===== src/rtl/core/mkq_pkg.sv =====
// Shared types and constants for the 3-D Morton key quantizer.
package mkq_pkg;

    localparam int COORD_W = 32;
    localparam int KEY_W   = 63;
    localparam int CFG_IDX_W = 2;

    // Configuration register indexes
    localparam logic [CFG_IDX_W-1:0] CFG_CORNER_X = 2'd0;
    localparam logic [CFG_IDX_W-1:0] CFG_CORNER_Y = 2'd1;
    localparam logic [CFG_IDX_W-1:0] CFG_CORNER_Z = 2'd2;
    localparam logic [CFG_IDX_W-1:0] CFG_INV_LEN  = 2'd3;

    // Per-stage load strobes shared by the three lanes
    typedef struct packed {
        logic ld_diff;
        logic ld_prod;
        logic ld_code;
    } t_lane_ctl;

endpackage


===== src/rtl/core/mkq_merge.sv =====
// Merge stage: interleaves the three axis codes into the output key register.
module mkq_merge
    import mkq_pkg::*;
#(
    parameter int AXIS_BITS = 21
) (
    input  logic                 i_clk,
    input  logic                 i_ld,
    input  logic [AXIS_BITS-1:0] i_code_x,
    input  logic [AXIS_BITS-1:0] i_code_y,
    input  logic [AXIS_BITS-1:0] i_code_z,
    input  logic                 i_last,
    output logic [KEY_W-1:0]     o_key,
    output logic                 o_last
);

    logic [KEY_W-1:0] n_key;
    logic [KEY_W-1:0] r_key;
    logic             r_last;

    always_comb begin
        n_key = '0;
        for (int k = 0; k < AXIS_BITS; k++) begin
            n_key[3*k]     = i_code_x[k];
            n_key[3*k + 1] = i_code_y[k];
            n_key[3*k + 2] = i_code_z[k];
        end
    end

    always_ff @(posedge i_clk) begin
        if (i_ld) begin
            r_key  <= n_key;
            r_last <= i_last;
        end
    end

    assign o_key  = r_key;
    assign o_last = r_last;

endmodule


===== config.mk =====
export PLATFORM = sky130hd
export DESIGN_NAME = mkq_merge
export DESIGN_NICKNAME = d
export VERILOG_FILES = /design/src/rtl/core/mkq_pkg.sv /design/src/rtl/core/mkq_merge.sv
export SDC_FILE = /design/constraint.sdc
export NUM_CORES = 1
export LEC_CHECK = 0
export ABC_AREA = 1
export BUFFER_PORTS_ARGS = -buffer_cell sky130_fd_sc_hd__buf_2
export CORE_MARGIN = 1
export CORE_UTILIZATION = 30
export CTS_CLUSTER_DIAMETER = 60
export DETAILED_ROUTE_END_ITERATION = 16
export HOLD_SLACK_MARGIN = 0.03
export RECOVER_POWER = 25
export SYNTH_ARGS = -nofsm -noshare
export SYNTH_HDL_FRONTEND = slang
export SYNTH_SLANG_ARGS = --single-unit
export TNS_END_PERCENT = 50

===== constraint.sdc =====
create_clock -name i_clk -period 0.8 [get_ports i_clk]
set_clock_uncertainty 0.1 [all_clocks]
set_input_delay 0.08 -clock i_clk [delete_from_list [all_inputs] [get_ports i_clk]]
set_output_delay 0.08 -clock i_clk [all_outputs]
set_load 0.02 [all_outputs]

Yosys cells after proc, flatten, opt, wreduce, memory -nomap -nowiden
Index checks and enable logic that the tools add are counted.

storage, ports and cells
  register bits = 64
  bits of input ports = 66
  output and inout port bits = 64
  logic and storage cells = 2

Logic depth before layout (Yosys ltp)
Gate-level depths: netlist (run 1).

  depth after elaboration = 0
  mapped depth = 0
  gate-level depth less buffers = 0

Least setup slack after synthesis (run 1)
OpenSTA, ideal clock, no wires.

  path kind = register to output
  start point = register r_key[0] (netlist: o_key[0])
  end point = output port o_key[0]
  arrival time = 449 ps
  path slack = 171 ps
  stages on the path, launching flop included = 1
  path through = edfxtp_1

RTL lines
  item                    RTL line         text
  from (decl)             mkq_merge.sv:18  logic [KEY_W-1:0] r_key;
  from (signal assigned)  mkq_merge.sv:32  r_key <= n_key;
  to (decl)               mkq_merge.sv:13  output logic [KEY_W-1:0] o_key,

No word-level cell between the ends.

Worst setup path in the final report (run 1)
  start point = register r_key[46] (netlist: o_key[46])
  end point = output port o_key[46]

No word-level cell between the ends.

==> results.json, run 1 <==
{
  "number_of_ports_placed_on_the_die_boundary": 130,
  "drt_drc": 0,
  "timing_hold_violations_final": 0,
  "starting_utilization_of_the_core_area": 0.317,
  "route.detailed.wl_per_inst_um": 13.7,
  "timing.slew.headroom": 0.684,
  "numCtsBuffers": 9,
  "grt_setup_unrepaired": "yes",
  "postSynthNetCount": 130,
  "drtPass1Iterations": 4,
  "power.internal_mw": 5.68,
  "layout_worst_path_cycle_share": 1.34,
  "p_sw_frac": 0.235,
  "fill_cells": 482,
  "startpoint": "o_key[46]",
  "finalCriticalPeriod_ns": 1.07,
  "element_type_at_the_critical_path_end": "output pin",
  "mostFrequentLayoutCells": "sky130_fd_sc_hd__buf_2, sky130_fd_sc_hd__dlygate4sd3_1, sky130_fd_sc_hd__edfxtp_1",
  "initial_antenna_violation_count": 0,
  "cpLargestDelayFamily": "flip-flops",
  "worst_setup_path_start_kind": "flop",
  "post-synth-top-area-cell": "sky130_fd_sc_hd__edfxtp_1",
  "design.die.area_sq_um": 6730,
  "cp_data_required_time_ns": 0.62,
  "ir_drop_uv": 1280,
  "synth.top_cell.area_share": 1.00,
  "grt_pass1_vias": 1476,
  "via_count": 1398,
  "drtIter0Drc": 34,
  "run_status": "complete, but fails checks",
  "crit_path_max_fanout": 1,
  "critPathArrivalTime_ns": 0.89,
  "cp_slowest_cell": "sky130_fd_sc_hd__edfxtp_1",
  "power.total_mw": 7.43,
  "area.sequential_sq_um": 1920,
  "p_per_area_nw_per_um2": 2030,
  "placementRows": 28,
  "postSynthCellCount": 64,
  "grt_use_total": 0.145,
  "insertedDiodeCount": 0,
  "yosysUniqueCellTypes": 1,
  "synth.top_cells.by_area": "sky130_fd_sc_hd__edfxtp_1",
  "nMultiInputCombCells": 0,
  "clockRootBuffer": "sky130_fd_sc_hd__clkbuf_8",
  "power_leakage_nw": 1.55,
  "layout_commonest_cell": "sky130_fd_sc_hd__buf_2",
  "grt_first_pass_wirelength_um": 6640,
  "ctsHtreeMaxLevel": 3,
  "power_frac_comb": 0.162,
  "synth_seq_cells": 64,
  "cap_violations": 0,
  "violated_checks": "negative setup slack",
  "clockBufferDepth": 2,
  "p_clk_frac": 0.288,
  "layout-drive-gt1-share": 0.509,
  "clk_pin_slew_worst_paths_ns": 0.06,
  "post-route-util": 0.605,
  "die_height_um": 82.0,
  "post_cts_buffers": 0,
  "slowest_delay_ns": 0.41,
  "setup_tns_ns": -14.67,
  "path_cells": "buf_6",
  "net-switching-power_mw": 1.75,
  "postLayoutSetupSlackWorst_ns": -0.268,
  "globalRouteOverflowTotal": 0,
  "vias_per_cell": 4.02,
  "crit_type": "flop to output pin",
  "die-width_um": 82.0,
  "standard_cell_core_area_sq_um": 6060,
  "drt.antenna.violating_nets": 0,
  "hold_path.startpoint": "i_ld",
  "area_growth_pct": 90.7,
  "gp_congestion": 0.625,
  "clock.fmax_mhz": 936,
  "setup_viol": 64,
  "tritoncts": "built",
  "tritoncts_num_sinks": 64,
  "cp_num_buf_inv": 1,
  "yosysSeqAreaShare": 1.00,
  "postSynthAreaPerCell_sq_um": 30.0,
  "totalWireLength_um": 4760,
  "timing_max_transition_violations_final": 0,
  "syn_area_sq_um": 1920,
  "min_path_type": "input pin to flop",
  "synth.yosys.warnings": 0,
  "port_buffers": 129,
  "multi_input_comb_area_sq_um": 0,
  "proportion_of_power_drawn_by_flip_flops_and_latches": 0.549,
  "actual_slew_at_the_worst_max_slew_pin_ns": 0.474,
  "layout.nets": 336,
  "grt_start_max_net_pins": 39
}
## synthesized netlist by cell type, drive strengths merged
cell type  number
edfxtp         64
## per-stage QoR
stage / setup slack, ns / hold slack (ns) / cell area, sq um / instances
after global routing: -0.301 / 0.254 / 3660 / 348
after floorplan: 0.171 / 0.0789 / 1920 / 64
after global placement: -0.0774 / 0.156 / 2700 / 270
final: -0.268 / 0.234 / 3660 / 348
after CTS: -0.284 / 0.117 / 3540 / 348
after detailed placement: -0.0890 / 0.158 / 2700 / 270
## worst paths after layout
| check | cells after the start | slack, ns | endpoint |
|---|---|---|---|
| max | 1 | -0.27 | o_key[46] |
| min | 2 | 0.23 | o_key[59] |
## area by class of cell
type	count	share of cell area
repair buffers	195	0.411
well taps	75	0.0256
flip-flops and latches	64	0.524
clock buffers	11	0.0358
clock inverters	3	0.00307
## sequential cells by signal (all words and copies together), names as in the netlist
| signal | cells |
|---|---|
| o_last | 1 |
| o_key | 63 |
## routing by layer
layer  share of wire  wire length, um  vias to the layer above  global-route usage
li1                -                -                      671                   -
met1            0.37             1740                      636               0.148
met2            0.54             2560                       81               0.247
met3           0.080              381                       10              0.0578
met4           0.017               80                        0              0.0930
met5               0                0                        -                   0
## cells by family after synthesis
logic type,count (synthesis),share of synthesized area
flip-flops,64,1.00
## power by group through the flow
| stage | clock network, mW | registers (mW) | logic (mW) |
|---|---|---|---|
| global route | 2.38 | 4.11 | 1.28 |
| finish | 2.14 | 4.08 | 1.21 |
| CTS | 2.22 | 4.06 | 1.12 |
| floorplan | 0 | 4.48 | 0 |
| global placement | 0 | 4.10 | 0.823 |
| detailed placement | 0 | 4.12 | 0.834 |
## repair_timing
| item | CTS | global route |
|---|---|---|
| setup endpoints to repair | 64 | 64 |
| hold endpoints to repair | 64 | 0 |
| hold buffers | 64 | 0 |
| gates resized for setup | 18 | 48 |
No activity file was read; power rests on OpenSTA's default activity.
==> inputs of run 2 (changes only) <==
Settings changed: CORE_UTILIZATION 30 to 40, PLACE_DENSITY from default to 0.77.
==> results.json, run 2 (synthesis gave the netlist of run 1 again) <==
{
  "p_per_area_nw_per_um2": 2230,
  "totalWireLength_um": 5670,
  "min_path_type": "input pin to flop",
  "worst_setup_path_start_kind": "flop",
  "actual_slew_at_the_worst_max_slew_pin_ns": 0.465,
  "drt.antenna.violating_nets": 0,
  "vias_per_cell": 4.44,
  "via_count": 1453,
  "port_buffers": 129,
  "number_of_ports_placed_on_the_die_boundary": 130,
  "largest_reg_flops": 63,
  "cap_violations": 0,
  "ir_drop_uv": 1550,
  "initial_antenna_violation_count": 0,
  "mostFrequentLayoutCells": "sky130_fd_sc_hd__buf_2, sky130_fd_sc_hd__dlygate4sd3_1, sky130_fd_sc_hd__edfxtp_1",
  "grt_start_max_net_pins": 36,
  "element_type_at_the_critical_path_end": "output pin",
  "layout-drive-gt1-share": 0.527,
  "placement.cell_area_sq_um": 2670,
  "grt_pass1_vias": 1595,
  "tritoncts_num_sinks": 64,
  "starting_utilization_of_the_core_area": 0.430,
  "crit_type": "flop to output pin",
  "layout_worst_path_cycle_share": 1.36,
  "path_cells": "buf_6",
  "power.total_mw": 8.23,
  "area_growth_pct": 92.1,
  "run_status": "complete, but fails checks",
  "setup_viol": 65,
  "grt_use_total": 0.218,
  "route.detailed.wl_per_inst_um": 17.4,
  "finalHoldWorstSlack_ns": 0.299,
  "placementRows": 24,
  "tritoncts": "built",
  "power_leakage_nw": 1.58,
  "post-route-cell-area_sq_um": 3690,
  "grt_setup_unrepaired": "yes",
  "layout.nets": 336,
  "post-route-util": 0.825,
  "violated_checks": "design-rule violations, negative setup slack",
  "standard_cell_core_area_sq_um": 4470,
  "nMultiInputCombCells": 0,
  "gp_congestion": 0.656,
  "drtIter0Drc": 68,
  "globalRouteOverflowTotal": 0,
  "finalCriticalPeriod_ns": 1.09,
  "clockRootBuffer": "sky130_fd_sc_hd__clkbuf_8",
  "die-width_um": 71.3,
  "postLayoutSetupSlackWorst_ns": -0.289,
  "drtPass1Iterations": 10,
  "timing_max_transition_violations_final": 0,
  "fill_cells": 217,
  "slowest_delay_ns": 0.43,
  "layout_commonest_cell": "sky130_fd_sc_hd__buf_2",
  "timing_hold_violations_final": 0,
  "insertedDiodeCount": 0,
  "grt_first_pass_wirelength_um": 7780,
  "drt_drc": 12,
  "design.die.area_sq_um": 5090,
  "cp_slowest_cell": "sky130_fd_sc_hd__edfxtp_1",
  "critPathArrivalTime_ns": 0.91,
  "clk_pin_slew_worst_paths_ns": 0.07,
  "clockBufferDepth": 2,
  "cp_num_buf_inv": 1,
  "cp_data_required_time_ns": 0.62,
  "die_height_um": 71.3,
  "ctsHtreeMaxLevel": 3,
  "clock.fmax_mhz": 918,
  "cpLargestDelayFamily": "flip-flops",
  "numCtsBuffers": 9,
  "crit_path_max_fanout": 1,
  "multi_input_comb_area_sq_um": 0,
  "timing.slew.headroom": 0.690
}
==> run 2: changes by cell type in the layout (fill, tap and decap cells not counted), moves of 2 or more <==
cell                        change
sky130_fd_sc_hd__clkinv_1       -2
sky130_fd_sc_hd__bufinv_16      +2
sky130_fd_sc_hd__clkinv_2       +3
sky130_fd_sc_hd__buf_6          -2
sky130_fd_sc_hd__clkbuf_1       -2
sky130_fd_sc_hd__buf_2          +2
==> run 2: repair_timing <==
| item | in CTS | in global routing |
|---|---|---|
| resized for setup | 18 | 44 |
| buffers inserted | 0 | 0 |
| hold buffers | 64 | 0 |
| setup endpoints to repair | 64 | 64 |
| hold endpoints to repair | 64 | 0 |
==> run 2: routing by layer <==
| metal | part of all wire | wire length [um] | global-route usage |
|---|---|---|---|
| met2 | 0.53 | 3010 | 0.399 |
| met1 | 0.34 | 1910 | 0.209 |
| met3 | 0.11 | 599 | 0.105 |
| met4 | 0.026 | 145 | 0.0867 |
| met5 | 0 | 0 | 0 |
==> run 2: path summary, 6_finish.rpt <==
check	start	endpoint	slack, ns	cells after the start
max	o_key[26]	o_key[26]	-0.29	1
min	i_ld	o_key[41]	0.30	2
==> run 2: cell type report <==
type	instances	area, sq um	area share
tap	52	65.1	0.0176
clock buffer	9	124	0.0336
sequential	64	1920	0.521
clock inverter	7	86.3	0.0234
timing repair buffer	195	1490	0.405
==> run 2: report_power, final <==
group	total, mW	switching [mW]	leakage [nW]	internal [mW]
sequential	4.10	0.108	0.626	3.99
combinational	1.22	0.598	0.847	0.625
clock	2.91	1.18	0.106	1.73
total	8.23	1.89	1.58	6.34
==> run 2: stage by stage <==
| stage | setup TNS, ns | cells | setup slack (ns) |
|---|---|---|---|
| after floorplan | 0 | 64 | 0.171 |
| after global placement | -2.76 | 247 | -0.0580 |
| after detailed placement | -3.26 | 247 | -0.0657 |
| after CTS | -15.52 | 327 | -0.283 |
| after global routing | -18.18 | 327 | -0.346 |
| final | -14.95 | 327 | -0.289 |
