--- src/rtl/core/mkq_pkg.sv ---
// Shared types and constants for the 3-D Morton key quantizer.
package mkq_pkg;

    localparam int COORD_W = 32;
    localparam int KEY_W   = 63;
    localparam int CFG_IDX_W = 2;

    // Configuration register indexes
    localparam logic [CFG_IDX_W-1:0] CFG_CORNER_X = 2'd0;
    localparam logic [CFG_IDX_W-1:0] CFG_CORNER_Y = 2'd1;
    localparam logic [CFG_IDX_W-1:0] CFG_CORNER_Z = 2'd2;
    localparam logic [CFG_IDX_W-1:0] CFG_INV_LEN  = 2'd3;

    // Per-stage load strobes shared by the three lanes
    typedef struct packed {
        logic ld_diff;
        logic ld_prod;
        logic ld_code;
    } t_lane_ctl;

endpackage

--- src/rtl/core/mkq_lane.sv ---
// One axis lane: corner subtract, scale multiply, clamp and quantize.
module mkq_lane
    import mkq_pkg::*;
#(
    parameter int AXIS_BITS = 21
) (
    input  logic                     i_clk,
    input  t_lane_ctl                i_ctl,
    input  logic signed [COORD_W-1:0] i_pos,
    input  logic signed [COORD_W-1:0] i_corner,
    input  logic [COORD_W-1:0]       i_scale,
    output logic [AXIS_BITS-1:0]     o_code
);

    localparam int PROD_W = 2 * COORD_W;
    localparam int FRAC_W = COORD_W + AXIS_BITS;

    logic signed [COORD_W:0] w_diff;
    logic [COORD_W-1:0]      r_mag;
    logic [PROD_W-1:0]       r_prod;
    logic [FRAC_W-1:0]       w_scaled;
    logic [AXIS_BITS-1:0]    r_code;
    logic [AXIS_BITS-1:0]    n_code;

    // exact 33-bit difference; non-positive values quantize to zero
    assign w_diff = {i_pos[COORD_W-1], i_pos} - {i_corner[COORD_W-1], i_corner};

    always_ff @(posedge i_clk) begin
        if (i_ctl.ld_diff) begin
            r_mag <= w_diff[COORD_W] ? '0 : w_diff[COORD_W-1:0];
        end
        if (i_ctl.ld_prod) begin
            r_prod <= PROD_W'(r_mag) * PROD_W'(i_scale);
        end
        if (i_ctl.ld_code) begin
            r_code <= n_code;
        end
    end

    // frac * (2^A - 1) as shift and subtract
    assign w_scaled = {r_prod[COORD_W-1:0], {AXIS_BITS{1'b0}}}
                    - FRAC_W'(r_prod[COORD_W-1:0]);

    always_comb begin
        if (r_prod[PROD_W-1:COORD_W] != '0) begin
            n_code = '1;
        end else begin
            n_code = w_scaled[FRAC_W-1:COORD_W];
        end
    end

    assign o_code = r_code;

endmodule

--- config.mk ---
export PLATFORM = sky130hd
export DESIGN_NAME = mkq_lane
export DESIGN_NICKNAME = d
export VERILOG_FILES = /design/src/rtl/core/mkq_pkg.sv /design/src/rtl/core/mkq_lane.sv
export SDC_FILE = /design/constraint.sdc
export NUM_CORES = 2
export LEC_CHECK = 0
export ABC_AREA = 1
export ABC_CLOCK_PERIOD_IN_PS = 7800
export BUFFER_PORTS_ARGS = -buffer_cell sky130_fd_sc_hd__buf_4
export CORE_ASPECT_RATIO = 1.2
export CORE_MARGIN = 4
export CORE_UTILIZATION = 25
export CTS_CLUSTER_SIZE = 16
export DETAILED_ROUTE_END_ITERATION = 8
export PLACE_DENSITY = 0.42
export SETUP_SLACK_MARGIN = 0.05
export SYNTH_ARGS = -nofsm -noshare
export SYNTH_HDL_FRONTEND = slang
export SYNTH_SLANG_ARGS = --single-unit
--- constraint.sdc ---
create_clock -name i_clk -period 7.8 [get_ports i_clk]
set_input_delay 0 -clock i_clk [delete_from_list [all_inputs] [get_ports i_clk]]
set_output_delay 0 -clock i_clk [all_outputs]
set_load 0.02 [all_outputs]
======== Yosys cells after proc, flatten, opt, wreduce, memory -nomap -nowiden ========
Index checks and enable logic that the tools add are counted.
storage, ports and cells
  bits in registers ....................... 117
  bits of input ports ..................... 100
  output and inout bits ................... 21
  word-level logic and storage cells ...... 7
operators by class
  add/subtract/negate cells ............... 2
  $mul .................................... 1
  reduce and logical (&&, ||, !) cells .... 1
operators by type and width
  kind                number
  $mul 32x32->64      1
  $sub 53x32->53      1
  $sub 32x32->33      1
  $reduce_bool 32->1  1

======== Longest topological paths before layout ========
  depth in word-level cells ............... 1
  depth in mapped cells ................... 32
  depth with buffers taken out ............ 31

======== Worst setup path before layout ========
OpenSTA, ideal clock, no wires.
  path kind ............................... reg-to-reg
  start point ............................. reg r_mag[28]
  end point ............................... reg r_prod[50] (data pin)
  setup time .............................. 0.253 ns
  arrival time ............................ 6.133 ns
  required time ........................... 7.547 ns
  path slack .............................. 1.414 ns
  stages on the path, launching flop included .. 26
  path buffers ............................ 1
  clock period less this slack ............ 6.386 ns
  cell sequence ........................... edfxtp_1 -> clkbuf_1 -> nand2_1 -> fa_1 -> inv_1 -> fa_1 -> inv_1 -> fa_1 -> inv_1 -> fa_1 -> inv_1 -> fa_1 -> fa_1 -> fa_1 -> fa_1 -> inv_1 -> ha_1 -> nand2_1 -> nor2_1 -> inv_1 -> nor2_1 -> nand2_1 -> nor3_1 -> nand2_1 -> nand4_1 -> nand2_1
between the ends
  cells in the longest elaborated chain, start to end .. 1
RTL lines
  element                 line            text
  start, declared         mkq_lane.sv:19  logic [COORD_W-1:0] r_mag;
  start signal, assigned  mkq_lane.sv:30  r_mag <= w_diff[COORD_W] ? '0 : w_diff[COORD_W-1:0];
  $mul 32x32->64          mkq_lane.sv:33  r_prod <= PROD_W'(r_mag) * PROD_W'(i_scale);
  end signal, assigned    mkq_lane.sv:33
  end, declared           mkq_lane.sv:20  logic [PROD_W-1:0] r_prod;
Every way passes these cells.
A chain may end at the register's enable or synchronous reset.

======== Worst setup path in the final report ========
  start point ............................. reg r_mag[9]
  end point ............................... reg r_prod[49] (data pin)
Same word-level chain as after synthesis.

==> impl_metrics.xml <==
<?xml version="1.0" encoding="UTF-8"?>
<metrics>
  <group name="finish">
    <metric name="area_growth_syn_to_layout" unit="%">10.1</metric>
    <metric name="drive_gt1_share" unit="%">4.06</metric>
    <metric name="nets_finish" unit="">7403</metric>
    <metric name="final_cell_count_no_fill" unit="">8409</metric>
  </group>
  <group name="detailed_routing">
    <metric name="detail_route.drc_violations" unit="">0</metric>
    <metric name="drt_wl_cell" unit="µm">17.1</metric>
    <metric name="vias_per_cell" unit="">4.20</metric>
    <metric name="totalWireLength" unit="µm">144000</metric>
    <metric name="route.antenna.remaining_nets" unit="">0</metric>
    <metric name="initialDrtViolationCount" unit="">1785</metric>
    <metric name="firstDrtPassIters" unit="">5</metric>
    <metric name="number_of_vias_in_the_routed_layout" unit="">35338</metric>
  </group>
  <group name="sta">
    <metric name="timing.fmax" unit="GHz">0.134</metric>
    <metric name="final.setup_skew" unit="ns">0.0162</metric>
    <metric name="report.final.slew_viol_count" unit="">0</metric>
    <metric name="final_worst_path_period_share" unit="%">95.5</metric>
    <metric name="hold_violations" unit="">0</metric>
    <metric name="layout_min_cycle_time" unit="ns">7.45</metric>
    <metric name="max_slew_margin" unit="%">33.0</metric>
    <metric name="unrepaired_setup_endpoints_after_global_routing" unit="">false</metric>
    <metric name="worstMarginPinSlew" unit="ns">1.00</metric>
    <metric name="setup-violations-final" unit="">0</metric>
  </group>
  <group name="worst_hold_path">
    <metric name="min-delay-start" unit="">i_pos[0]</metric>
    <metric name="holdCritPathClass" unit="">input pin to flip-flop</metric>
    <metric name="hold_path_depth" unit="">4</metric>
    <metric name="worstHoldEndpoint" unit="">r_mag[0]</metric>
  </group>
  <group name="synth">
    <metric name="post_synth_and_or_nand_nor_area_fraction" unit="%">21.3</metric>
    <metric name="cell_area_after_technology_mapping" unit="µm²">44000</metric>
    <metric name="syn-num-nets" unit="">7378</metric>
    <metric name="synth_cell_type_count" unit="">29</metric>
    <metric name="synth_seq_cells" unit="">117</metric>
    <metric name="syn-mean-instance-area" unit="µm²">7.25</metric>
    <metric name="post_synth_xor_xnor_area" unit="%">1.03</metric>
    <metric name="muxShareOfSynthArea" unit="%">0</metric>
    <metric name="adder_cell_fraction_of_synth_area" unit="%">49.5</metric>
    <metric name="ys_seq_area_share" unit="%">7.98</metric>
    <metric name="netlist_instances" unit="">6075</metric>
    <metric name="combinational_family_with_the_most_area_after_synthesis" unit="">adder cells</metric>
    <metric name="area_fraction_in_compound_gates_after_synthesis" unit="%">1.33</metric>
    <metric name="count_of_warnings_emitted_by_yosys" unit="">0</metric>
  </group>
  <group name="clock_tree">
    <metric name="cts-htree-levels" unit="">4</metric>
    <metric name="cts_tree" unit="">yes</metric>
    <metric name="cts.sink_count" unit="">117</metric>
    <metric name="cts_resized" unit="">0</metric>
    <metric name="clock_insertion_delay_worst_skew" unit="ns">0.50</metric>
    <metric name="clock-root-buffer" unit="">sky130_fd_sc_hd__clkbuf_16</metric>
    <metric name="cts.path.max_buffers" unit="">2</metric>
    <metric name="clkSlewWorstSetupHoldPaths" unit="ns">0.06</metric>
    <metric name="tritoncts.num_buffers" unit="">17</metric>
  </group>
  <group name="floorplan">
    <metric name="die-height" unit="µm">468</metric>
    <metric name="num_io_pins" unit="">121</metric>
    <metric name="initial_utilization" unit="%">25.2</metric>
    <metric name="area_of_the_core" unit="µm²">175000</metric>
    <metric name="die_width" unit="µm">391</metric>
    <metric name="rows" unit="">168</metric>
    <metric name="dieArea" unit="µm²">183000</metric>
  </group>
  <group name="global_route">
    <metric name="wire_length_of_the_first_global_routing_pass" unit="µm">228000</metric>
    <metric name="grt_max_degree" unit="">65</metric>
    <metric name="global_route.usage.met2" unit="%">30.6</metric>
    <metric name="grt_use_met1" unit="%">20.2</metric>
    <metric name="grt-ovfl-total" unit="">0</metric>
    <metric name="initial_antenna_violation_count" unit="">2</metric>
    <metric name="grt.busiest_layer" unit="">met2</metric>
    <metric name="grt_pass1_vias" unit="">39138</metric>
    <metric name="grt_util_met3" unit="%">1.39</metric>
    <metric name="grtUsageTotal" unit="%">16.2</metric>
  </group>
  <group name="critical_path">
    <metric name="reg2reg_from" unit="">r_mag[9]</metric>
    <metric name="critPathLaunchType" unit="">flip-flop</metric>
    <metric name="crit_type" unit="">flip-flop to flip-flop</metric>
    <metric name="data_required_time_of_the_worst_path" unit="ns">8.04</metric>
    <metric name="end_kind" unit="">flip-flop</metric>
    <metric name="setup.reg_to_reg.worst_slack" unit="ns">0.35</metric>
    <metric name="cp_cell_instances" unit="">buf_4 -&gt; nand2_1 -&gt; fa_1 -&gt; inv_1 -&gt; fa_1 -&gt; fa_1 -&gt; fa_1 -&gt; fa_1 -&gt; fa_1 -&gt; fa_1 -&gt; inv_1 -&gt; fa_1 -&gt; inv_1 -&gt; ha_1 -&gt; nand2_1 -&gt; nor2_1 -&gt; nand2_1 -&gt; nor3_1 -&gt; nand3_1 -&gt; nand4_1 -&gt; nand2_1</metric>
    <metric name="worst_ep_arrival_time" unit="ns">7.68</metric>
    <metric name="worstRegToRegCells" unit="">21</metric>
    <metric name="crit_path_max_incr_delay" unit="ns">0.75</metric>
    <metric name="worst_r2r_endpoint" unit="">r_prod[49]</metric>
    <metric name="maximum_fanout_count_along_the_critical_path" unit="">13</metric>
    <metric name="timing.critical_path.slowest_stage_cell" unit="">sky130_fd_sc_hd__edfxtp_1</metric>
    <metric name="crit_top_cell" unit="">sky130_fd_sc_hd__fa_1</metric>
  </group>
  <group name="placed_design">
    <metric name="dp.final_hpwl" unit="µm">123000</metric>
    <metric name="placement.io_buffers" unit="">120</metric>
    <metric name="dp_cells" unit="">8358</metric>
    <metric name="finalWeightedCongestion" unit="">0.873</metric>
  </group>
  <group name="status">
    <metric name="status" unit="">completed</metric>
  </group>
  <group name="flow_run">
    <metric name="max_cap_viol_count" unit="">0</metric>
  </group>
</metrics>
## how the worst max path moves through the flow
stage	end	startpoint	cells after the start	slack [ns]
final	r_prod[49]	r_mag[9]	21	0.35
after global routing	r_prod[42]	r_mag[10]	27	0.05
after CTS	r_prod[49]	r_mag[14]	21	0.06
after detailed placement	r_prod[49]	r_mag[12]	21	0.04
after global placement	r_prod[49]	r_mag[12]	21	-0.004
after floorplan	r_prod[50]	r_mag[28]	25	1.41
## per-layer routing
| metal | routed length (µm) | share of wire [%] |
|---|---|---|
| met4 | 2210 | 1.5 |
| met3 | 4420 | 3.1 |
| met5 | 13 | 0.0090 |
| met2 | 75500 | 53 |
| met1 | 61700 | 43 |
## worst max-delay path, delay by kind of cell (launching register included)
kind	cells	cell delay (ns)
simple gates	8	1.68
flops	1	0.75
buf+inv	4	0.46
fa+ha+maj	9	4.30
## Yosys cell counts
master                     instances  area (µm²)
sky130_fd_sc_hd__a21o_1            4        30.0
sky130_fd_sc_hd__a21oi_1          76         380
sky130_fd_sc_hd__a21oi_2           1        8.76
sky130_fd_sc_hd__and2_1           12        75.1
sky130_fd_sc_hd__buf_2             1        5.00
sky130_fd_sc_hd__buf_6             2        22.5
sky130_fd_sc_hd__clkbuf_1        193         724
sky130_fd_sc_hd__edfxtp_1        117        3510
sky130_fd_sc_hd__fa_1            897       18000
sky130_fd_sc_hd__ha_1            306        3830
sky130_fd_sc_hd__inv_1          2011        7550
sky130_fd_sc_hd__inv_2             1        3.75
sky130_fd_sc_hd__nand2_1        1920        7210
sky130_fd_sc_hd__nand2_2          11        68.8
sky130_fd_sc_hd__nand2_4           1        11.3
sky130_fd_sc_hd__nand3_1         123         616
sky130_fd_sc_hd__nand3_2           1        10.0
sky130_fd_sc_hd__nand3b_1          8        60.1
sky130_fd_sc_hd__nand4_1          30         188
sky130_fd_sc_hd__nor2_1          233         875
sky130_fd_sc_hd__nor2_2            4        25.0
sky130_fd_sc_hd__nor3_1           36         180
sky130_fd_sc_hd__nor3_2            1        10.0
sky130_fd_sc_hd__nor4_1            4        25.0
sky130_fd_sc_hd__o21ai_0          14        70.1
sky130_fd_sc_hd__o21bai_1         13        97.6
sky130_fd_sc_hd__or2_2             3        18.8
sky130_fd_sc_hd__xnor2_1           4        35.0
sky130_fd_sc_hd__xor2_1           48         420
## stage by stage
step           util [%]  hold WS (ns)  setup slack, ns  TNS [ns]  instance area, µm²
5_1_grt            27.7        0.0431           0.0514         0               48500
3_3_place_gp       27.3         0.406         -0.00376  -0.00376               47700
3_5_place_dp       27.3         0.404           0.0356         0               47700
6_report           27.7        0.0407            0.354         0               48500
2_1_floorplan         -         0.112             1.41         0               44000
4_1_cts            27.6        0.0325           0.0557         0               48300
## registers in the layout (all words and copies together), names as in the netlist
signal  flops
o_code     21
r_mag      32
r_prod     64
## layout by cell type (no fill, tap or decap), types with 12 or more instances in the layout
cell type / Yosys / routed
sky130_fd_sc_hd__a21oi_1: 76 / 76
sky130_fd_sc_hd__and2_1: 12 / 12
sky130_fd_sc_hd__buf_12: 0 / 18
sky130_fd_sc_hd__buf_4: 0 / 180
sky130_fd_sc_hd__clkbuf_16: 0 / 17
sky130_fd_sc_hd__edfxtp_1: 117 / 117
sky130_fd_sc_hd__fa_1: 897 / 897
sky130_fd_sc_hd__ha_1: 306 / 306
sky130_fd_sc_hd__inv_1: 2011 / 2011
sky130_fd_sc_hd__nand2_1: 1920 / 1920
sky130_fd_sc_hd__nand3_1: 123 / 123
sky130_fd_sc_hd__nand4_1: 30 / 30
sky130_fd_sc_hd__nor2_1: 233 / 233
sky130_fd_sc_hd__nor3_1: 36 / 36
sky130_fd_sc_hd__o21ai_0: 14 / 14
sky130_fd_sc_hd__o21bai_1: 13 / 13
sky130_fd_sc_hd__xor2_1: 48 / 48
## area by class of cell
class	instances	area, µm²
clock buffers	20	437
inverters	2012	7550
multi-input cells	3750	32200
diodes	1	2.50
repair buffers	202	1750
flip-flops and latches	117	3510
well taps	2295	2870
clock inverters	12	130
fillers	19508	126000
## cells by family (layout without fill, tap and decap cells)
group                      Yosys count  count (layout)
and+or+nand+nor                   2387            2387
buffers and inverters             2208            2246
adders and majority gates         1203            1203
DFF                                117             117
AOI/OAI and AO/OA                  108             108
xor gates and xnor gates            52              52
other                                0               1
## what timing repair did
action	CTS	global route
setup endpoints to repair	1	19
hold endpoints to repair	55	0
setup buffers	1	13
hold buffers	4	0
pin swaps	0	0
Power is left out: the tool's default activity adds up to more than one toggle a clock period on the data nets, which glitch-free logic cannot reach.
